File: src/sv/sslpg_pkg.sv
// Shared constants and helpers for the servo slew limiter pulse generator.
// Holds request codes, register map and the angle-to-pulse scaling.
// No dependencies.
package sslpg_pkg;

  // Request kinds carried in tuser
  localparam logic [1:0] REQ_SET_POS = 2'd0;
  localparam logic [1:0] REQ_SET_TGT = 2'd1;
  localparam logic [1:0] REQ_TICK    = 2'd2;

  // Register map (word index)
  localparam logic [2:0] REG_OFFSET_CH0 = 3'd0;
  localparam logic [2:0] REG_OFFSET_CH1 = 3'd1;
  localparam logic [2:0] REG_OFFSET_CH2 = 3'd2;
  localparam logic [2:0] REG_OFFSET_CH3 = 3'd3;
  localparam logic [2:0] REG_POLARITY   = 3'd4;

  localparam int OFFSET_REGS      = 4;
  localparam int NUM_CHANNELS_DEF = 4;
  localparam int ADDR_W           = 5;
  localparam int DATA_W           = 32;

  localparam int PULSE_LOW  = 102;
  localparam int DEG_SPAN   = 180;
  localparam int DEG_CENTER = 90;

  // floor(deg*410/180) == (deg * 41 * ceil(2^21/18)) >> 21 for deg in 0..180
  localparam int          RECIP_SHIFT = 21;
  localparam logic [22:0] PULSE_MULT  = 23'd4776869;

  // Map a clamped angle in degrees to the PWM on-count
  function automatic logic [9:0] pulse_from_deg(input logic [7:0] deg);
    logic [30:0] prod;
    prod = 31'(deg) * 31'(PULSE_MULT);
    return 10'(PULSE_LOW) + 10'(prod[30:RECIP_SHIFT]);
  endfunction

endpackage

File: src/sv/servo_slew_limiter_pulse_gen_core.sv
// Top level of the multi-channel servo slew limiter and pulse generator.
// Depends on sslpg_pkg for request codes, register map and pulse scaling.
// Holds per-channel angle state, the APB register file and the result pipeline.

// Takes one request per cycle; stage 1 and output registers lie between acceptance
// and the pulse count. Each request names a channel and a kind (tuser): set position
// stores the angle as current and target and produces a pulse count, set target only
// stores the target, and tick steps the current angle one degree toward the target
// when they differ by more than one degree, producing a new count. Requests that
// change nothing visible produce no result. The channel state is updated in the cycle
// a request is accepted, so back-to-back requests to one channel see each other; the
// pulse count (102 + deg*410/180, deg clamped to 0..180) is computed in a second stage
// from the channel's offset and polarity registers. Throughput is one request per
// clock, limited only by out_tready. Registers must be written over APB only while
// the block is idle; the block itself does not enforce this.
module servo_slew_limiter_pulse_gen_core #(
  parameter int NUM_CHANNELS = sslpg_pkg::NUM_CHANNELS_DEF
) (
  input  logic                           clk,
  input  logic                           rst_n,
  // Request channel
  input  logic                           in_tvalid,
  output logic                           in_tready,
  input  logic [15:0]                    in_tdata,   // [1:0] channel, [9:2] value, rest zero
  input  logic [1:0]                     in_tuser,   // [1:0] req_type
  // Result channel
  output logic                           out_tvalid,
  input  logic                           out_tready,
  output logic [15:0]                    out_tdata,  // [1:0] channel_out, [11:2] pulse_count
  // Register port
  input  logic                           psel,
  input  logic                           penable,
  input  logic                           pwrite,
  input  logic [sslpg_pkg::ADDR_W-1:0]   paddr,
  input  logic [sslpg_pkg::DATA_W-1:0]   pwdata,
  output logic [sslpg_pkg::DATA_W-1:0]   prdata,
  output logic                           pready
);
  import sslpg_pkg::*;

  localparam int STORE_D = (NUM_CHANNELS < OFFSET_REGS) ? NUM_CHANNELS : OFFSET_REGS;
  localparam int IDX_W   = (STORE_D > 1) ? $clog2(STORE_D) : 1;

  // Register file
  logic signed [7:0] offset_r [OFFSET_REGS];
  logic [3:0]        polarity_r;
  logic              reg_wr;
  logic [2:0]        reg_idx;

  assign pready  = 1'b1;
  assign reg_idx = paddr[4:2];
  assign reg_wr  = psel && penable && pwrite && pready;

  always_ff @(posedge clk) begin
    if (!rst_n) begin
      for (int i = 0; i < OFFSET_REGS; i++) begin
        offset_r[i] <= '0;
      end
      polarity_r <= '0;
    end else if (reg_wr) begin
      case (reg_idx)
        REG_OFFSET_CH0: offset_r[0] <= pwdata[7:0];
        REG_OFFSET_CH1: offset_r[1] <= pwdata[7:0];
        REG_OFFSET_CH2: offset_r[2] <= pwdata[7:0];
        REG_OFFSET_CH3: offset_r[3] <= pwdata[7:0];
        REG_POLARITY:   polarity_r  <= pwdata[3:0];
        default: ;
      endcase
    end
  end

  // Read back
  always_comb begin
    prdata = '0;
    case (reg_idx)
      REG_OFFSET_CH0: prdata = DATA_W'(unsigned'(offset_r[0]));
      REG_OFFSET_CH1: prdata = DATA_W'(unsigned'(offset_r[1]));
      REG_OFFSET_CH2: prdata = DATA_W'(unsigned'(offset_r[2]));
      REG_OFFSET_CH3: prdata = DATA_W'(unsigned'(offset_r[3]));
      REG_POLARITY:   prdata = DATA_W'(polarity_r);
      default:        prdata = '0;
    endcase
  end

  // Request fields
  logic [1:0]        req_type;
  logic [1:0]        req_ch;
  logic signed [7:0] req_val;
  logic [31:0]       ch_ext;
  logic [IDX_W-1:0]  ch_idx;
  logic              ch_ok;

  assign req_type = in_tuser;
  assign req_ch   = in_tdata[1:0];
  assign req_val  = in_tdata[9:2];
  assign ch_ext   = 32'(req_ch);
  assign ch_idx   = ch_ext[IDX_W-1:0];
  assign ch_ok    = ch_ext < 32'(NUM_CHANNELS);

  // Pipeline control
  logic s1_v_r, out_v_r;
  logic out_load, s1_load, in_acc;

  assign out_load   = !out_v_r || out_tready;
  assign s1_load    = !s1_v_r || out_load;
  assign in_tready  = s1_load;
  assign in_acc     = in_tvalid && in_tready;
  assign out_tvalid = out_v_r;

  // Channel state update at acceptance
  logic signed [7:0] cur_r [STORE_D];
  logic signed [7:0] tgt_r [STORE_D];
  logic signed [7:0] cur_sel, tgt_sel, cur_nxt;
  logic signed [8:0] diff;
  logic              wr_cur, wr_tgt, emit;

  assign cur_sel = cur_r[ch_idx];
  assign tgt_sel = tgt_r[ch_idx];
  assign diff    = 9'(tgt_sel) - 9'(cur_sel);

  always_comb begin
    cur_nxt = cur_sel;
    wr_cur  = 1'b0;
    wr_tgt  = 1'b0;
    emit    = 1'b0;
    if (ch_ok) begin
      case (req_type)
        REQ_SET_POS: begin
          cur_nxt = req_val;
          wr_cur  = 1'b1;
          wr_tgt  = 1'b1;
          emit    = 1'b1;
        end
        REQ_SET_TGT: begin
          wr_tgt = 1'b1;
        end
        REQ_TICK: begin
          if (diff > 9'sd1) begin
            cur_nxt = cur_sel + 8'sd1;
            wr_cur  = 1'b1;
            emit    = 1'b1;
          end else if (diff < -9'sd1) begin
            cur_nxt = cur_sel - 8'sd1;
            wr_cur  = 1'b1;
            emit    = 1'b1;
          end
        end
        default: ;
      endcase
    end
  end

  always_ff @(posedge clk) begin
    if (!rst_n) begin
      for (int i = 0; i < STORE_D; i++) begin
        cur_r[i] <= '0;
        tgt_r[i] <= '0;
      end
    end else if (in_acc) begin
      if (wr_cur) cur_r[ch_idx] <= cur_nxt;
      if (wr_tgt) tgt_r[ch_idx] <= req_val;
    end
  end

  // Stage 1: hold channel and new angle of an emitting request
  logic [1:0]        s1_ch_r;
  logic signed [7:0] s1_ang_r;

  always_ff @(posedge clk) begin
    if (!rst_n) begin
      s1_v_r <= 1'b0;
    end else if (s1_load) begin
      s1_v_r <= in_acc && emit;
    end
  end

  always_ff @(posedge clk) begin
    if (s1_load && in_acc) begin
      s1_ch_r  <= req_ch;
      s1_ang_r <= cur_nxt;
    end
  end

  // Stage 2: apply trim and polarity, clamp, scale to pulse count
  logic signed [7:0] s1_off;
  logic              s1_flip;
  logic signed [9:0] s1_deg;
  logic [7:0]        s1_deg_c;

  assign s1_off  = offset_r[s1_ch_r];
  assign s1_flip = polarity_r[s1_ch_r];

  always_comb begin
    s1_deg = 10'(DEG_CENTER) + 10'(s1_off) + (s1_flip ? -10'(s1_ang_r) : 10'(s1_ang_r));
    if (s1_deg < 10'sd0) begin
      s1_deg_c = '0;
    end else if (s1_deg > 10'(DEG_SPAN)) begin
      s1_deg_c = 8'(DEG_SPAN);
    end else begin
      s1_deg_c = s1_deg[7:0];
    end
  end

  logic [1:0] out_ch_r;
  logic [9:0] out_pulse_r;

  always_ff @(posedge clk) begin
    if (!rst_n) begin
      out_v_r <= 1'b0;
    end else if (out_load) begin
      out_v_r <= s1_v_r;
    end
  end

  always_ff @(posedge clk) begin
    if (out_load && s1_v_r) begin
      out_ch_r    <= s1_ch_r;
      out_pulse_r <= pulse_from_deg(s1_deg_c);
    end
  end

  assign out_tdata = {4'b0, out_pulse_r, out_ch_r};

endmodule

File: config.mk
export PLATFORM = sky130hd
export DESIGN_NAME = servo_slew_limiter_pulse_gen_core
export DESIGN_NICKNAME = d
export VERILOG_FILES = /design/src/sv/sslpg_pkg.sv /design/src/sv/servo_slew_limiter_pulse_gen_core.sv
export SDC_FILE = /design/constraint.sdc
export NUM_CORES = 1
export LEC_CHECK = 0
export BUFFER_PORTS_ARGS = -buffer_cell sky130_fd_sc_hd__clkbuf_2
export CAP_MARGIN = 10
export CORE_AREA = 4 4 175 177
export DETAILED_ROUTE_END_ITERATION = 10
export DIE_AREA = 0 0 179 181
export GPL_TIMING_DRIVEN = 0
export MAX_ROUTING_LAYER = met4
export PLACE_DENSITY = 0.61
export SETUP_SLACK_MARGIN = 0.15
export SLEW_MARGIN = 20
export SYNTH_ARGS = -nofsm -noshare
export SYNTH_HDL_FRONTEND = slang
export SYNTH_SLANG_ARGS = --single-unit
File: constraint.sdc
create_clock -name clk -period 11.7 [get_ports clk]
set_clock_uncertainty 0.2 [all_clocks]
set_input_delay 3.51 -clock clk [delete_from_list [all_inputs] [get_ports clk]]
set_output_delay 3.51 -clock clk [all_outputs]
set_load 0.05 [all_outputs]
==> summary.md <==
| Metric | Value |
|---|---|
| PortBufs | 47 |
| Most used DFF post-synth | edfxtp_1 |
| GRT overflow | 0 |
| Placed Instance Area | between 0.01 and 0.015 mm2 |
| R2R cell count | 31 |
| DIE HEIGHT | between 150 and 200 um |
| Die area | 0.0324 mm2 |
| Synth cell types | 79 |
| Critical path's slowest cell | mux4_2 |
| Worst r2r src | s1_ch_r[0]$_DFFE_PP_ |
| CTS Buf Count | 17 |
| Vias in the first global route | 7255 |
| Antenna Cells | 0 |
| Setup TNS | 0 ns |
| Rows | 63 |
| Post-synth EDFFs | ~120 |
| Starting Density | 34.2% |
| Core area | 0.0292 mm2 |
| CTS tree | built |
| DRC viols | 0 |
| Initial antenna violation count | 0 |
| Count leader, synth | edfxtp_1 |
| CP Capture Point | out_pulse_r[8]$_DFFE_PP_ |
| Vias | 7111 |
| Crit path max fanout | 10 |
| CTS Sinks | 126 |
| Clk buf depth | 2 |
| WL/cell | ~16 um |
| Sequential share of the synthesized area | 37.0% |
| Worst min-delay path class | flip-flop to flip-flop |
| Post-route cell area | between 0.01 and 0.015 mm2 |
| Crit end category | flip-flop |
| Htree depth | 4 |
| Min Tclk post-route | roughly 10 ns |
| Max_slew headroom | 33.0% |
| DR vias/cell | roughly 5.0 |
| Commonest cells post-synth | edfxtp_1, inv_1, ha_1 |
| Leading area contributor after synthesis | edfxtp_1 |
| Final Max Slew Viols | 0 |
| Gpl congestion | 0.915 |
| Share of layout cells above drive strength 1 | 16.5% |
| Ports | 113 |
| Critical path class | flip-flop to flip-flop |
| CP startpoint | s1_ch_r[0]$_DFFE_PP_ |
| DRT Wirelength | 23200 um |
| First-pass GRT wire length | 38000 um |
| Setup Fix Bufs, Post-CTS | 0 |
| Worst Tran Pin Value | about 1 ns |
| Async S/R FF share, synth | 0% |
| Top cells by area, synth | edfxtp_1, ha_1, fa_1 |
| Startpoint types | flip-flop |
| # fillers | between 2000 and 3000 |
| Mapped cell area | 0.0100 mm2 |
| Unrepaired setup endpoints after global routing | no |
| Yosys top cell area share | 35.4% |
| Hold Fails Final Rpt | 0 |
| Tot GR Track Use | 15.4% |
| WP data arrival | 10.33 ns |
| Number of max-cap violations | 0 |
| Routed Antenna Nets | 0 |
| Largest stage delay on the critical path | 0.66 ns |
| Crit share post-route | 88.6% |
| Final hold slack | ~0.3 ns |
| Worst-path clk slew | roughly 0.070 ns |
| Root Buffer | clkbuf_16 |
| Syn Inst Count | 930 |
| Worst R2R End | out_pulse_r[8]$_DFFE_PP_ |
| Synthesis-to-layout area growth | 14.3% |
| Req. time, crit path | ~12 ns |
| Nets | 1217 |
| Clock latency at the later pin of the worst-skew pair | between 0.4 and 0.5 ns |
| Average cell area after synthesis | 10.8 um2 |
| Placed insts | 1395 |
| Post-Layout Cell Count | 1427 |
| Largest net degree at the start of global routing | 17 |
| Peak Freq | between 90 and 100 MHz |
| DP Wirelength | between 15000 and 20000 um |
| Status | finished, final reports clean |
| Starting DRT DRC Count | 531 |
| Die width | 179 um |
| Worst R2R Setup Slack | approximately 1.3 ns |
| Synth warnings | 0 |
| Setup violators final | 0 |
| Flops & latches, synth | 126 |
| Router iterations before antenna repair | 5 |
==> kinds of logic (layout without fill, tap and decap cells) <==
logic type	count (synthesis)	in the layout	share of synthesized area, %
other cells	2	29	0.0750
simple gates	292	292	15.6
mux	47	47	8.24
fa+ha+maj	131	131	18.8
compound gates	138	138	10.0
buf+inv	165	245	7.30
xor+xnor	29	29	2.95
flops	126	126	37.0
==> worst min path at each step <==
stage          depth (start not counted)                         end                        from  slack [ns]
2_1_floorplan                          0       out_ch_r[1]$_DFFE_PP_        s1_ch_r[1]$_DFFE_PP_        0.25
3_3_place_gp                           2     out_tvalid$_SDFFE_PN0P_         s1_v_r$_SDFFE_PN0N_        0.27
4_1_cts                                2     out_tvalid$_SDFFE_PN0P_         s1_v_r$_SDFFE_PN0N_        0.29
6_report                               2     out_tvalid$_SDFFE_PN0P_         s1_v_r$_SDFFE_PN0N_        0.30
3_5_place_dp                           2     out_tvalid$_SDFFE_PN0P_         s1_v_r$_SDFFE_PN0N_        0.28
5_1_grt                                2  polarity_r[2]$_SDFFE_PN0P_  polarity_r[2]$_SDFFE_PN0P_        0.36
==> stage by stage <==
| stage | util [%] | worst slack, ns |
|---|---|---|
| 2_1_floorplan | - | 2.45 |
| 3_3_place_gp | 37.0 | 0.950 |
| 3_5_place_dp | 37.1 | 0.884 |
| 4_1_cts | 39.1 | 0.856 |
| 5_1_grt | 39.1 | 0.434 |
| 6_report | 39.1 | 1.34 |
==> state kept, by name, indices dropped and copies added (netlist names), named ones only <==
name / count
out_pulse_r: 10
s1_ang_r: 8
out_tvalid: 1
s1_ch_r: 2
s1_v_r: 1
polarity_r: 4
tgt_r: 32
cur_r: 32
out_ch_r: 2
offset_r: 32
==> worst max-delay path, delay by kind of cell, from the launching register on <==
kind                     cells  cell delay [ns]
adder cells (fa/ha/maj)      8             3.22
buffers and inverters        4             0.47
multiplexers                 1             0.66
AO/OA/AOI/OAI                8             2.30
AND/OR/NAND/NOR              7             2.19
flip-flops                   1             0.46
XOR/XNOR                     3             0.60
==> placed cells by master (no fill, tap or decap), types with 6 or more instances in the layout <==
cell and n:
nand2b_1 10, and3_1 8, mux4_2 28, nand4_1 6, mux2i_1 16, edfxtp_1 118, clkbuf_1 21, nor3b_1 6
inv_1 111, or2_2 6, a211oi_1 6, o21ai_0 24, clkbuf_16 17, dfxtp_1 8, xnor2_1 12, and2_1 67
and4_1 6, or3_1 7, o22ai_1 7, nand3_1 11, clkbuf_2 47, ha_1 99, o21ai_1 7, xor2_1 13
a21o_1 13, buf_4 30, a21oi_1 25, conb_1 29, nand2_1 39, nor2_1 68, fa_1 32, nor3_1 24
nor2b_1 16
==> layout make-up <==
cell class / instances / area, um2 / share of cell area, %
buffer: 53 / 310 / 2.71
clock buffer: 17 / 425 / 3.72
clock inverter: 15 / 154 / 1.35
inverter: 112 / 420 / 3.68
multi-input combinational: 666 / 5690 / 49.8
sequential: 126 / 3700 / 32.4
tap: 390 / 488 / 4.27
timing repair buffer: 48 / 243 / 2.12
==> metal layers <==
layer / global-route usage [%] / part of all wire [%]
met1: 18.7 / 42
met3: 2.24 / 4.0
met5: - / 0
met2: 26.4 / 52
met4: 4.39 / 2.2
==> repair_timing <==
action	CTS	global route
hold buffers	0	0
gates resized for setup	0	1
setup endpoints to repair	0	1
Power is not shown: default switching activity piles up to over one toggle a cycle in this logic, so the estimate is an artifact.
